## config.mk

```make
export PLATFORM = sky130hd
export DESIGN_NAME = can_over_udp_frame_parser_unit
export DESIGN_NICKNAME = d
export VERILOG_FILES = /design/src/sv/cuofp_pkg.sv /design/src/sv/cuofp_front.sv /design/src/sv/cuofp_queue.sv /design/src/sv/cuofp_back.sv /design/src/sv/can_over_udp_frame_parser_unit.sv
export SDC_FILE = /design/constraint.sdc
export NUM_CORES = 1
export LEC_CHECK = 0
export ABC_CLOCK_PERIOD_IN_PS = 8000
export BUFFER_PORTS_ARGS = -buffer_cell sky130_fd_sc_hd__buf_2
export CAP_MARGIN = 15
export CORE_MARGIN = 1.5
export CORE_UTILIZATION = 60
export CTS_CLUSTER_DIAMETER = 120
export DETAILED_ROUTE_END_ITERATION = 12
export PLACE_DENSITY_LB_ADDON = 0.08
export SYNTH_ARGS = -nofsm -noshare
export SYNTH_HDL_FRONTEND = slang
export SYNTH_SLANG_ARGS = --single-unit
```

## constraint.sdc

```tcl
create_clock -name clk_i -period 8 [get_ports clk_i]
set_input_delay 1.6 -clock clk_i [delete_from_list [all_inputs] [get_ports clk_i]]
set_output_delay 1.6 -clock clk_i [all_outputs]
set_load 0.005 [all_outputs]
```

## src/sv/cuofp_pkg.sv

```systemverilog
// Package with the item types and codes shared by the CAN-over-UDP frame parser.
`timescale 1ns / 1ps

package cuofp_pkg;

  // Number of header bytes at the start of every datagram.
  localparam int unsigned HeaderBytes = 5;

  // Default depth of the queue between the front and the back.
  localparam int unsigned QueueDepth = 4;

  // Result kinds.
  typedef enum logic [1:0] {
    KIND_HEADER = 2'd0,
    KIND_BYTE   = 2'd1,
    KIND_ERROR  = 2'd2
  } kind_e;

  // Error codes.
  localparam logic ErrShort = 1'b0;
  localparam logic ErrTrunc = 1'b1;

  // One input item.
  typedef struct packed {
    logic [7:0] data_byte;
    logic       end_of_datagram;
  } in_item_t;

  // One result item.
  typedef struct packed {
    logic [1:0]  kind;
    logic [7:0]  out_byte;
    logic        message_last;
    logic [31:0] frame_id;
    logic [7:0]  payload_length;
    logic [15:0] message_index;
    logic [7:0]  version_field;
    logic [7:0]  opcode_field;
    logic [7:0]  sequence_number;
    logic [15:0] message_count;
    logic        error_code;
    logic        run_last;
  } out_item_t;

  // Queue entry: the first result of an input item, and whether a
  // truncation error follows it.
  typedef struct packed {
    out_item_t res;
    logic      second;
  } rec_t;

endpackage

```

## src/sv/cuofp_front.sv

```systemverilog
// Front part: takes datagram bytes, tracks the parse state and builds result records.
`timescale 1ns / 1ps

module cuofp_front (
  input  logic               clk_i,
  input  logic               rst_ni,
  input  logic               in_valid_i,
  input  cuofp_pkg::in_item_t in_item_i,
  input  logic               full_i,
  output logic               push_o,
  output cuofp_pkg::rec_t    rec_o
);

  typedef enum logic [1:0] {
    PH_HEADER  = 2'd0,
    PH_MESSAGE = 2'd1,
    PH_IGNORE  = 2'd2
  } phase_e;

  phase_e      phase_q, phase_d;
  logic [8:0]  pos_q, pos_d;
  logic [7:0]  ver_q, ver_d;
  logic [7:0]  opc_q, opc_d;
  logic [7:0]  seq_q, seq_d;
  logic [15:0] cnt_q, cnt_d;
  logic [15:0] done_q, done_d;
  logic [31:0] id_q, id_d;
  logic [7:0]  len_q, len_d;

  logic        accept;
  logic        has_res;
  logic        last;
  logic [2:0]  hpos;
  logic [7:0]  db;
  logic        eod;

  assign accept = in_valid_i && !full_i;
  assign db     = in_item_i.data_byte;
  assign eod    = in_item_i.end_of_datagram;
  assign push_o = accept && has_res;

  // Header position saturates at the last header byte.
  assign hpos = (pos_q > 9'(cuofp_pkg::HeaderBytes - 1)) ?
                3'(cuofp_pkg::HeaderBytes - 1) : pos_q[2:0];

  // Next state and the result record for the byte on the input.
  always_comb begin
    phase_d = phase_q;
    pos_d   = pos_q;
    ver_d   = ver_q;
    opc_d   = opc_q;
    seq_d   = seq_q;
    cnt_d   = cnt_q;
    done_d  = done_q;
    id_d    = id_q;
    len_d   = len_q;
    has_res = 1'b0;
    last    = 1'b0;
    rec_o   = '0;
    unique case (phase_q)
      PH_HEADER: begin
        if (hpos == 3'd0) begin
          ver_d = db;
          opc_d = '0;
          seq_d = '0;
          cnt_d = '0;
        end else if (hpos == 3'd1) begin
          opc_d = db;
        end else if (hpos == 3'd2) begin
          seq_d = db;
        end else if (hpos == 3'd3) begin
          cnt_d = {db, 8'h00};
        end else begin
          cnt_d = {cnt_q[15:8], db};
        end
        if (hpos < 3'(cuofp_pkg::HeaderBytes - 1)) begin
          if (eod) begin
            has_res              = 1'b1;
            rec_o.res.kind       = cuofp_pkg::KIND_ERROR;
            rec_o.res.error_code = cuofp_pkg::ErrShort;
            pos_d                = '0;
          end else begin
            pos_d = 9'(hpos) + 9'd1;
          end
        end else begin
          has_res        = 1'b1;
          rec_o.res.kind = cuofp_pkg::KIND_HEADER;
          done_d         = '0;
          id_d           = '0;
          len_d          = '0;
          pos_d          = '0;
          if (eod) begin
            phase_d = PH_HEADER;
          end else if (cnt_d == 16'd0) begin
            phase_d = PH_IGNORE;
          end else begin
            phase_d = PH_MESSAGE;
          end
        end
      end
      PH_MESSAGE: begin
        has_res                 = 1'b1;
        rec_o.res.kind          = cuofp_pkg::KIND_BYTE;
        rec_o.res.out_byte      = db;
        rec_o.res.message_index = done_q;
        if (pos_q < 9'd4) begin
          id_d = (pos_q == 9'd0) ? {24'h000000, db} : {id_q[23:0], db};
        end else begin
          if (pos_q == 9'd4) begin
            len_d = db;
            last  = (db == 8'd0);
          end else begin
            last = ((pos_q - 9'd4) >= {1'b0, len_q});
          end
          rec_o.res.message_last   = last;
          rec_o.res.frame_id       = id_q;
          rec_o.res.payload_length = len_d;
          rec_o.second             = eod && !last;
        end
        if (last) begin
          done_d = done_q + 16'd1;
          pos_d  = '0;
          if (done_d == cnt_q) begin
            phase_d = PH_IGNORE;
          end
        end else begin
          pos_d = pos_q + 9'd1;
        end
        if (eod) begin
          phase_d = PH_HEADER;
          pos_d   = '0;
        end
      end
      default: begin
        if (eod) begin
          phase_d = PH_HEADER;
          pos_d   = '0;
        end
      end
    endcase
    // Header fields travel on every result.
    rec_o.res.version_field   = ver_d;
    rec_o.res.opcode_field    = opc_d;
    rec_o.res.sequence_number = seq_d;
    rec_o.res.message_count   = cnt_d;
    rec_o.res.run_last        = !rec_o.second;
  end

  // Parse state, updated on every accepted item.
  always_ff @(posedge clk_i or negedge rst_ni) begin
    if (!rst_ni) begin
      phase_q <= PH_HEADER;
      pos_q   <= '0;
      ver_q   <= '0;
      opc_q   <= '0;
      seq_q   <= '0;
      cnt_q   <= '0;
      done_q  <= '0;
      id_q    <= '0;
      len_q   <= '0;
    end else if (accept) begin
      phase_q <= phase_d;
      pos_q   <= pos_d;
      ver_q   <= ver_d;
      opc_q   <= opc_d;
      seq_q   <= seq_d;
      cnt_q   <= cnt_d;
      done_q  <= done_d;
      id_q    <= id_d;
      len_q   <= len_d;
    end
  end

endmodule

```

## src/sv/cuofp_queue.sv

```systemverilog
// Short queue of result records between the front and the back.
`timescale 1ns / 1ps

module cuofp_queue #(
  parameter int unsigned Depth = cuofp_pkg::QueueDepth
) (
  input  logic            clk_i,
  input  logic            rst_ni,
  input  logic            push_i,
  input  cuofp_pkg::rec_t rec_i,
  input  logic            pop_i,
  output logic            full_o,
  output logic            nonempty_o,
  output cuofp_pkg::rec_t rec_o
);

  localparam int unsigned PtrW = $clog2(Depth);
  localparam int unsigned CntW = $clog2(Depth + 1);

  cuofp_pkg::rec_t entries_q [Depth];
  logic [PtrW-1:0] wr_ptr_q, wr_ptr_d;
  logic [PtrW-1:0] rd_ptr_q, rd_ptr_d;
  logic [CntW-1:0] count_q, count_d;
  logic            do_push;
  logic            do_pop;

  assign full_o     = (count_q == CntW'(Depth));
  assign nonempty_o = (count_q != '0);
  assign rec_o      = entries_q[rd_ptr_q];
  assign do_push    = push_i && !full_o;
  assign do_pop     = pop_i && nonempty_o;

  // Pointer and fill count updates.
  always_comb begin
    wr_ptr_d = wr_ptr_q;
    rd_ptr_d = rd_ptr_q;
    count_d  = count_q;
    if (do_push) begin
      wr_ptr_d = (wr_ptr_q == PtrW'(Depth - 1)) ? '0 : wr_ptr_q + PtrW'(1);
    end
    if (do_pop) begin
      rd_ptr_d = (rd_ptr_q == PtrW'(Depth - 1)) ? '0 : rd_ptr_q + PtrW'(1);
    end
    if (do_push && !do_pop) begin
      count_d = count_q + CntW'(1);
    end else if (do_pop && !do_push) begin
      count_d = count_q - CntW'(1);
    end
  end

  always_ff @(posedge clk_i or negedge rst_ni) begin
    if (!rst_ni) begin
      wr_ptr_q <= '0;
      rd_ptr_q <= '0;
      count_q  <= '0;
    end else begin
      wr_ptr_q <= wr_ptr_d;
      rd_ptr_q <= rd_ptr_d;
      count_q  <= count_d;
    end
  end

  // Entry storage.
  always_ff @(posedge clk_i) begin
    if (do_push) begin
      entries_q[wr_ptr_q] <= rec_i;
    end
  end

endmodule

```

## src/sv/cuofp_back.sv

```systemverilog
// Back part: turns queued records into result items on the output register.
`timescale 1ns / 1ps

module cuofp_back (
  input  logic                 clk_i,
  input  logic                 rst_ni,
  input  logic                 nonempty_i,
  input  cuofp_pkg::rec_t      rec_i,
  output logic                 pop_o,
  output logic                 out_valid_o,
  output cuofp_pkg::out_item_t out_item_o,
  input  logic                 out_stall_i
);

  cuofp_pkg::out_item_t out_q;
  logic                 valid_q;
  logic                 pend_q;
  logic                 load;

  assign load        = !valid_q || !out_stall_i;
  assign pop_o       = load && !pend_q && nonempty_i;
  assign out_valid_o = valid_q;
  assign out_item_o  = out_q;

  // Output control: a pending truncation error goes out before the next record.
  always_ff @(posedge clk_i or negedge rst_ni) begin
    if (!rst_ni) begin
      valid_q <= 1'b0;
      pend_q  <= 1'b0;
    end else if (load) begin
      if (pend_q) begin
        valid_q <= 1'b1;
        pend_q  <= 1'b0;
      end else if (nonempty_i) begin
        valid_q <= 1'b1;
        pend_q  <= rec_i.second;
      end else begin
        valid_q <= 1'b0;
      end
    end
  end

  // Output payload; the error keeps the message fields of the byte before it.
  always_ff @(posedge clk_i) begin
    if (load) begin
      if (pend_q) begin
        out_q.kind         <= cuofp_pkg::KIND_ERROR;
        out_q.out_byte     <= '0;
        out_q.message_last <= 1'b0;
        out_q.error_code   <= cuofp_pkg::ErrTrunc;
        out_q.run_last     <= 1'b1;
      end else if (nonempty_i) begin
        out_q <= rec_i.res;
      end
    end
  end

endmodule

```

## src/sv/can_over_udp_frame_parser_unit.sv

```systemverilog
// Top level of the CAN-over-UDP frame parser.
`timescale 1ns / 1ps

// Parses a CAN-over-UDP datagram presented one byte per item and accepts one
// byte every clock cycle while the queue has room. The front stage updates the
// header and message counters in the cycle a byte is accepted and queues at most
// one record per byte; the back stage moves records to the output register at
// one result per cycle while the output is not stalled, so a byte that ends a
// datagram inside a payload yields two results, the byte and a truncation error.
// A result passes through the record queue and then the output register. Input
// stall rises only when the record queue (QueueDepth entries) is full, which
// happens only while the output is stalled or after a burst of truncation errors.
module can_over_udp_frame_parser_unit #(
  parameter int unsigned QueueDepth = cuofp_pkg::QueueDepth
) (
  input  logic                 clk_i,
  input  logic                 rst_ni,
  input  logic                 in_valid_i,
  input  cuofp_pkg::in_item_t  in_item_i,
  output logic                 in_stall_o,
  output logic                 out_valid_o,
  output cuofp_pkg::out_item_t out_item_o,
  input  logic                 out_stall_i
);

  logic            push;
  logic            pop;
  logic            full;
  logic            nonempty;
  cuofp_pkg::rec_t rec_in;
  cuofp_pkg::rec_t rec_out;

  assign in_stall_o = full;

  cuofp_front u_front (
    .clk_i      (clk_i),
    .rst_ni     (rst_ni),
    .in_valid_i (in_valid_i),
    .in_item_i  (in_item_i),
    .full_i     (full),
    .push_o     (push),
    .rec_o      (rec_in)
  );

  cuofp_queue #(
    .Depth (QueueDepth)
  ) u_queue (
    .clk_i      (clk_i),
    .rst_ni     (rst_ni),
    .push_i     (push),
    .rec_i      (rec_in),
    .pop_i      (pop),
    .full_o     (full),
    .nonempty_o (nonempty),
    .rec_o      (rec_out)
  );

  cuofp_back u_back (
    .clk_i       (clk_i),
    .rst_ni      (rst_ni),
    .nonempty_i  (nonempty),
    .rec_i       (rec_out),
    .pop_o       (pop),
    .out_valid_o (out_valid_o),
    .out_item_o  (out_item_o),
    .out_stall_i (out_stall_i)
  );

endmodule

```

# Word-level counts from Yosys, hierarchy flattened
# Memories as Yosys holds them, arrays and structs flattened.
# Cells that the tools add are included.
[totals] n_memories=1 ram_bits=436 inputBits=13 elab_cells=157 ff_bits=225 output_inout_bits=111
[mem_list] memory="u_queue.entries_q" words=4 word_bits=109 rd=1 rd_ports_with_merged_regs=0 write_ports=1 line="cuofp_queue.sv:20" text="cuofp_pkg::rec_t entries_q [Depth];"
[op_classes] n_eq_ne=15 addsub=8 n_lt_le_gt_ge=4 n_mux=67 n_reduce_logical=35 n_bitwise=1
[ops] op="$mux W16" count=8
[ops] op="$mux W109" count=1
[ops] op="$mux W32" count=3
[ops] op="$mux W8" count=12
[ops] op="$mux W65" count=1
[ops] op="$pmux W32 S2" count=1
[ops] op="$mux W9" count=5
[ops] op="$mux W41" count=1
[ops] op="$pmux W16 S2" count=1
[ops] op="$mux W2" count=11
[ops] op="$pmux W9 S2" count=1
[ops] op="$add A16 B1 Y16 const B" count=1
[ops] op="$eq A16 B16 Y1" count=1
[ops] op="$logic_not A16 Y1" count=1
[ops] op="$pmux W8 S2" count=1
[ops] op="$mux W1" count=15
[ops] op="$reduce_and A4 Y1" count=3
[ops] op="$add A9 B1 Y9 const B" count=1
[ops] op="$eq A9 B3 Y1 const B" count=1
[ops] op="$ge A9 B8 Y1" count=1
[ops] op="$gt A9 B3 Y1 const B" count=1
[ops] op="$logic_and A1 B1 Y1" count=9
[ops] op="$logic_not A9 Y1" count=1
[ops] op="$lt A9 B3 Y1 const B" count=1
[ops] op="28 further kinds" count=48

# Depth between registers and ports, before layout
# Gate-level depths: netlist of the first run.
[logic_depth] depth_word=13 mapped_depth=14 ltp_nobuf=13

# Cells and area by module
# A second synthesis of the first run with hierarchy kept.
[unflattened] cells_unflattened=1509 hier_area_um2=26678.1
[modules_own_cells] mod="cuofp_queue" seq_area_each_um2=13387.8 cells_each=612 n_inst=1 area_each_um2=16348.2
[modules_own_cells] mod="cuofp_front" seq_area_each_um2=2677.6 cells_each=763 n_inst=1 area_each_um2=6837.8
[modules_own_cells] mod="cuofp_back" seq_area_each_um2=3323.2 cells_each=134 n_inst=1 area_each_um2=3492.1

# Worst setup path before layout of the first run
# Ideal clock, no wire load.
[synth_path] kind="in2reg" start="input in_valid_i" end="memory u_queue.entries_q[0][0] (netlist bit) (enable)" n_path_buf=1 setup_ns=0.480 t_arrival_ns=5.040 setup_slack_ns=2.479 required_ns=7.520 stages=5 cell_sequence="nor2b_1 -> clkbuf_1 -> nand2b_1 -> a21oi_1 -> and2_1"
[synth_via] elab_chain_cells=5
[synth_lines] element="from (decl)" line="can_over_udp_frame_parser_unit.sv:18" text="input logic in_valid_i,"
[synth_lines] element="$logic_and A1 B1 Y1" line="cuofp_front.sv:37" text="assign accept = in_valid_i && !full_i;"
[synth_lines] element="$logic_and A1 B1 Y1" line="cuofp_front.sv:40" text="assign push_o = accept && has_res;"
[synth_lines] element="$logic_and A1 B1 Y1" line="cuofp_queue.sv:30" text="assign do_push = push_i && !full_o;"
[synth_lines] element="via u_queue.do_push" line="cuofp_queue.sv:24" text="logic do_push;"
[synth_lines] element="$mux W1" line="cuofp_queue.sv:65" text="if (do_push) begin"
[synth_lines] element="$mux W1 (implied by the code)" line="cuofp_queue.sv:66" text="entries_q[wr_ptr_q] <= rec_i;"
[synth_lines] element="to (decl)" line="cuofp_queue.sv:20"
# The timed path passes the listed nets, and every way through them passes these cells.

# Final worst setup path of the first run
[layout_path] start="input in_valid_i" end="memory u_queue.entries_q[0][37] (netlist bit) (enable)"
# Same word-level chain as after synthesis.

==> summary.txt, run 1 <==
Clock tree
  • CTS Buf Count: 66
  • H-tree Lvls: 3
  • CTS clock-pin slew for the worst setup and hold paths: around 0.06 ns
  • CTS root buf: clkbuf_16
  • Clock buffer depth: 3
  • Hold Buf Count CTS: 0
  • # resized after CTS: 0
  • CTS tree: built
  • Sink Count: 661
  • Clock Latency Late Sink: 0.58 ns
  • Post-CTS Setup Repair Bufs: 0

Synthesis
  • Synthesized area per cell: approximately 18 sq um
  • Mux share of post-synthesis cell area: 0.1196
  • Synth Area in Adders: 0.01228
  • Asr flop ratio synth: 0.1755
  • Number of synthesized flops with an enable pin: between 500 and 600
  • Largest area contributor in the netlist: edfxtp_1
  • Synth Area in Simple Gates: 0.05905
  • Mapped Cells: 1445
  • XOR/XNOR Fraction of Synth Area: 0.01075
  • Register area share after synthesis: 0.7388
  • Ys flop type: edfxtp_1
  • Synthesized area: 0.02608 sq mm
  • Post-synth net total: 1483
  • Ys Warns: 0
  • Most frequent cell after synthesis: edfxtp_1
  • Area fraction in compound gates after synthesis: 0.04413
  • Post-synthesis sequential element count: 661
  • Main combinational cell family by area after synthesis: multiplexers
  • Commonest cells in the netlist: 545 x edfxtp_1, 116 x dfrtp_1, 109 x mux4_2, 98 x nand2_1, 59 x and2_1
  • Netlist cell types: 66
  • Synth top area share: 0.6275
  • Synth area leaders: edfxtp_1 63%, dfrtp_1 11%, mux4_2 9.4%

Route
  • Vias per std cell: between 6 and 7
  • Routed WL per cell: 23.71 um
  • Drt initial violations: 1110
  • DRC: 0
  • Vias: 13416
  • Post-Route WL: 52680 um
  • DRT antenna net count: 0
  • TritonRoute pass-1 iters: 5

Finish
  • # nets final: 1624
  • Register area: 0.01928 sq mm
  • Layout fillers: 2886
  • P&R area growth vs syn: 12.48%
  • Final non-filler cell total: roughly 2200
  • Multi-input gate area: between 0.006 and 0.007 sq mm
  • N_diodes: 0
  • Share of cells above drive strength 1: 0.2584

Power
  • Clock Power Share: 0.284
  • Overall Power: 10050 uW
  • Sw frac: 0.2815
  • Peak supply drop: 0.2004 mV
  • Leakage power: between 0.01 and 0.015 uW
  • Pwr Density: 342.7 mW/mm^2
  • Sequential Power Share: 0.488
  • Psw: 2830 uW
  • Internal power: 7224 uW
  • Logic pwr share: 0.228

Setup path
  • Critical Path Sink Type: register
  • Reg-to-Reg End: u_queue.entries_q[0][37]
  • CP cell instances: buf_2 -> nor2b_4 -> buf_4 -> nand2b_1 -> a21oi_1 -> and2_4 -> buf_4
  • Reg2Reg Setup Slack: 3.73 ns
  • CP startpoint kind: input pin
  • Max incr delay on CP: 0.86 ns
  • Critical Path AT: 4.89 ns
  • Slowest CP cell: and2_4
  • Crit Reg-Reg Startpoint: u_queue.count_q[2]
  • Crit-path max FO: 73
  • Required time of the critical path: 8.21 ns
  • Crit Path Class: input pin to register
  • Depth of the worst register-to-register path: 8
  • Most frequent CP cell: buf_4

STA
  • RSZ-0062 raised after global routing: no
  • Tmin final: 4.678 ns
  • Fmax: around 210 MHz
  • Total negative slack: 0 ns
  • Slew @ Worst Pin: 1.103 ns
  • Fin. Hold Viols: 0
  • Crit share post-route: 0.5848
  • Slew Viols, Final: 0
  • Clock skew: 0.01558 ns
  • Relative slew slack: 0.2644
  • Final setup fails: 0

Worst hold path
  • WHS Path Cells: 2
  • Min-delay src: u_front.id_q[30]
  • Endpoint, Worst Hold: u_front.id_q[30]
  • Worst min path class: register to register

Global routing
  • GRT Total Usage: 0.2440
  • Gr ovfl total: 0
  • Initial antenna violation count: 0
  • Number of global-route vias before repair: 13560
  • Largest net degree at the start of global routing: 74
  • First-pass GRT wire length: between 80000 and 90000 um

Place
  • Routability Congestion: 0.8446
  • Dpl cells: 2102
  • Post-DP HPWL: about 32000 um
  • Port bufs: 123

Run status
  • Status: finished clean

Floorplan
  • Die area: roughly 0.045 sq mm
  • DIE WIDTH: 211.5 um
  • FP Rows: 76
  • Core Footprint: about 0.043 sq mm
  • Ports: 124
  • Die height: 211.5 um
  • Initial Util: 0.6068

Flow run
  • Max Cap Violations: 0
## metal layers
metal | GRT usage | vias to the layer above | wire (um)
met5 | 0 | - | 0
met4 | 0.07759 | 0 | 1090
met3 | 0.03694 | 79 | 2461
met2 | 0.4029 | 375 | 26390
met1 | 0.3400 | 7005 | 22740
li1 | - | 5957 | -
## cell families after synthesis
kind of cell / Yosys count
AND/OR/NAND/NOR: 293
adder cells (fa/ha/maj): 25
buffers and inverters: 100
XOR/XNOR: 32
AO/OA/AOI/OAI: 166
flip-flops: 661
multiplexers: 168
## worst max-delay path, delay by kind of cell
kind                   cells  cell delay, ns
AOI/OAI and AO/OA          1            0.65
buffers and inverters      3            1.34
and+or+nand+nor            3            1.24
## placed cells by master, fill, tap and decap left out, types with 8 or more instances in the layout
cell type	instances
ha_1	24
a31oi_1	33
nand3_1	23
and3_1	8
a22o_1	41
o21ai_0	37
clkbuf_1	24
nand2_1	98
nor4_1	9
mux2_2	57
mux4_2	109
nor2b_1	12
buf_4	21
xor2_1	14
and2_1	55
nor2_1	28
inv_1	27
dfrtp_1	114
nand2b_1	8
a21oi_1	17
buf_2	122
xnor2_1	18
clkinv_2	15
nand4_1	9
nor3_1	10
clkbuf_16	69
edfxtp_1	545
## through the flow
step	cell area (sq um)	utilization	hold WS, ns	setup WS [ns]
after floorplan	26080	-	0.4418	2.479
after global placement	27340	0.6360	0.4619	2.770
after detailed placement	27340	0.6360	0.4664	2.650
after CTS	29320	0.6821	0.4791	3.223
after global routing	29340	0.6826	0.5165	3.016
final	29340	0.6826	0.4793	3.322
## cell type report
class                      instances  area share
clock buffer                      97     0.06380
clock inverter                    22    0.003796
inverter                          29    0.003796
multi-input combinational        684      0.2198
sequential                       661      0.6570
tap                              585     0.02495
timing repair buffer             144     0.02687
## flip-flops by register name, indices dropped and copies added, names as in the netlist
register,flops
u_front.pos_q,9
u_front.opc_q,8
u_queue.entries_q,436
u_front.seq_q,8
u_back.pend_q,1
u_front.cnt_q,16
u_front.phase_q,2
u_front.id_q,32
u_queue.wr_ptr_q,2
u_front.done_q,16
u_back.out_valid_o,1
u_queue.rd_ptr_q,2
u_front.ver_q,8
u_back.out_item_o,109
u_front.len_q,8
u_queue.count_q,3
## worst max-delay path by stage
stage	start	endpoint	slack, ns	cells past startpoint
6_report	in_valid_i	u_queue.entries_q[0][37]	3.32	7
5_1_grt	in_valid_i	u_queue.entries_q[0][37]	3.02	7
4_1_cts	in_valid_i	u_queue.entries_q[0][37]	3.22	7
3_5_place_dp	in_valid_i	u_queue.entries_q[0][37]	2.65	7
3_3_place_gp	in_valid_i	u_queue.entries_q[1][30]	2.77	7
2_1_floorplan	in_valid_i	u_queue.entries_q[0][0]	2.48	5
## power by group through the flow
stage / Combinational, uW / Sequential (uW) / Clock, uW
floorplan: 1560 / 4870 / 0
detailed placement: 2310 / 4980 / 0
global route: 2490 / 4970 / 3050
CTS: 2330 / 4920 / 2910
global placement: 2290 / 4960 / 0
finish: 2290 / 4910 / 2860
(Power assumes the default switching activity.)
==> run 2: changes to the inputs <==
--- a/config.mk
+++ b/config.mk
@@ -5,11 +5,11 @@
 export SDC_FILE = /design/constraint.sdc
 export NUM_CORES = 1
 export LEC_CHECK = 0
-export ABC_CLOCK_PERIOD_IN_PS = 8000
+export ABC_CLOCK_PERIOD_IN_PS = 3800
 export BUFFER_PORTS_ARGS = -buffer_cell sky130_fd_sc_hd__buf_2
 export CAP_MARGIN = 15
 export CORE_MARGIN = 1.5
-export CORE_UTILIZATION = 60
+export CORE_UTILIZATION = 55
 export CTS_CLUSTER_DIAMETER = 120
 export DETAILED_ROUTE_END_ITERATION = 12
 export PLACE_DENSITY_LB_ADDON = 0.08
==> constraint.sdc (replaced) <==
create_clock -name clk_i -period 3.8 [get_ports clk_i]
set_input_delay 0.76 -clock clk_i [delete_from_list [all_inputs] [get_ports clk_i]]
set_output_delay 0.76 -clock clk_i [all_outputs]
set_load 0.005 [all_outputs]
==> run 2 against run 1 <==
  * Non-clock buffer count is 31 higher
  * Register-to-register slack worse by 3.4 ns
  * Power is 120% higher
  * Critical path type is now register to register
  * Global-route usage is 1.3 points lower
  * Clock power is 120% higher
  * Core utilization is 4.1 points lower
  * Sequential power is 110% higher
  * Largest cell class unchanged
==> summary.txt, run 2 (same netlist as run 1, synthesis figures left out) <==
STA
  • RSZ-0062 raised after global routing: no
  • Final setup fails: 0
  • Crit share post-route: 0.9089
  • Total negative slack: 0 ns
  • Clock skew: between 0.01 and 0.015 ns
  • Slew @ Worst Pin: 0.9758 ns
  • Tmin final: approximately 3.5 ns
  • Fin. Hold Viols: 0
  • Relative slew slack: 0.3495
  • Slew Viols, Final: 0
  • Fmax: about 290 MHz

Setup path
  • CP top delay family: simple AND/OR/NAND/NOR gates
  • Reg2Reg Setup Slack: 0.35 ns
  • Depth of the worst register-to-register path: 11
  • Reg-to-Reg End: u_front.cnt_q[4]
  • Max incr delay on CP: 0.61 ns
  • Crit Reg-Reg Startpoint: u_front.pos_q[6]
  • Critical Path Sink Type: register
  • Crit-path max FO: 8
  • CP startpoint kind: register
  • Critical Path AT: 3.99 ns
  • CP bufs+invs: 1
  • CP cell instances: or4_4 -> nor2_4 -> nand2_1 -> a21oi_1 -> inv_1 -> ha_1 -> o31ai_1 -> nand2_1 -> nor2_1 -> a22o_1 -> mux2_2
  • Worst Setup SP: u_front.pos_q[6]
  • Most frequent CP cell: nand2_1
  • Crit Path Class: register to register
  • Slowest CP cell: or4_4
  • Required time of the critical path: 4.33 ns

Clock tree
  • Clock Latency Late Sink: 0.60 ns
  • H-tree Lvls: 3
  • CTS Buf Count: 67
  • CTS tree: built
  • Sink Count: ~660
  • CTS clock-pin slew for the worst setup and hold paths: about 0.06 ns
  • Clock buffer depth: 3
  • CTS root buf: clkbuf_16

Finish
  • N_diodes: 0
  • Biggest register: u_queue.entries_q
  • P&R area growth vs syn: 14.69%
  • # nets final: 1656
  • Most frequent cells in the layout: 545 x edfxtp_1, 122 x buf_2, 114 x dfrtp_1
  • Layout fillers: 3322
  • Max reg flops: 436
  • Share of cells above drive strength 1: 0.2741
  • Most common cell after layout, fill and taps aside: edfxtp_1

Floorplan
  • Die area: 0.04874 sq mm
  • Ports: 124
  • Die height: between 200 and 250 um
  • FP Rows: 79
  • Core Footprint: 0.04665 sq mm
  • DIE WIDTH: about 220 um
  • Initial Util: 0.5591

Global routing
  • Number of global-route vias before repair: 13849
  • GRT Total Usage: 0.2308
  • Largest net degree at the start of global routing: 73
  • First-pass GRT wire length: 83060 um
  • Initial antenna violation count: 0
  • Gr ovfl total: 0

Power
  • Overall Power: around 22000 uW
  • Leakage power: 0.01070 uW
  • Pwr Density: 727.9 mW/mm^2
  • Peak supply drop: 0.4887 mV

Route
  • DRC: 0
  • Routed WL per cell: 23.62 um
  • TritonRoute pass-1 iters: 7
  • Post-Route WL: approximately 54000 um
  • Drt initial violations: 958
  • Vias: 13383
  • Vias per std cell: between 5 and 6
  • DRT antenna net count: 0

Place
  • Post-DP HPWL: 32990 um
  • Routability Congestion: 0.8623
  • Port bufs: 123

Flow run
  • Max Cap Violations: 0

Run status
  • Status: finished clean

Worst hold path
  • Worst min path class: input pin to async pin
run 2: cell count changes in the layout (fill, tap and decap cells not counted), sizes merged:
cell | previous run | this run
inv | 31 | 32
clkinv | 20 | 19
clkbuf | 97 | 96
buf | 144 | 175
bufinv | 0 | 4
run 2: layout make-up:
| type | instances | area, sq um | area share |
|---|---|---|---|
| Multi-Input combinational cell | 684 | 6452 | 0.2157 |
| Timing Repair Buffer | 175 | 1154 | 0.03856 |
| Sequential cell | 661 | 19280 | 0.6444 |
| Tap cell | 607 | 759.5 | 0.02539 |
| Clock buffer | 96 | 1899 | 0.06349 |
| Inverter | 29 | 111.4 | 0.003723 |
| Clock inverter | 26 | 261.5 | 0.008742 |
run 2: metrics by stage:
| stage | utilization | worst slack [ns] | std cells | area [sq um] | hold WS, ns |
|---|---|---|---|---|---|
| final | 0.6412 | 0.3463 | 2278 | 29910 | 0.2316 |
| after global placement | 0.5944 | 0.1639 | 2155 | 27730 | 0.4595 |
| after detailed placement | 0.5947 | 0.2297 | 2156 | 27750 | 0.4630 |
| after floorplan | - | 0.3097 | 1445 | 26090 | 0.4418 |
| after CTS | 0.6411 | 0.2102 | 2278 | 29910 | 0.2533 |
| after global routing | 0.6412 | 0.03591 | 2278 | 29910 | 0.2814 |
run 2: report_power, final:
| group | internal, uW | leakage (uW) | total, uW | switching [uW] |
|---|---|---|---|---|
| Clock | 3780 | 0.00106 | 6430 | 2650 |
| Combinational | 2300 | 0.00294 | 5030 | 2740 |
| Sequential | 9640 | 0.00670 | 10300 | 674 |
run 2: worst max path at each step:
stage                                    endpoint  slack (ns)  cells after the start
after floorplan           u_queue.entries_q[0][0]        0.31                      5
after global placement         u_front.done_q[11]        0.16                     12
after detailed placement        u_front.done_q[2]        0.23                     13
after CTS                       u_front.done_q[2]        0.21                     13
after global routing            u_front.done_q[3]        0.04                     13
final                            u_front.cnt_q[4]        0.35                     11
run 2: metal layers:
layer  part of all wire  global-route usage  vias to the layer above  routed length, um
met3              0.037             0.03381                       53               2004
met5                  0                   0                        -                  0
li1                   -                   -                     6031                  -
met4              0.016             0.06712                        0                883
met2               0.51              0.3811                      255              27280
met1               0.44              0.3229                     7044              23640
run 2: repair_timing:
item / CTS / global route
gates resized for setup: 0 / 2
hold buffers: 0 / 0
buffers inserted: 0 / 0
endpoints found under the setup margin: 0 / 21
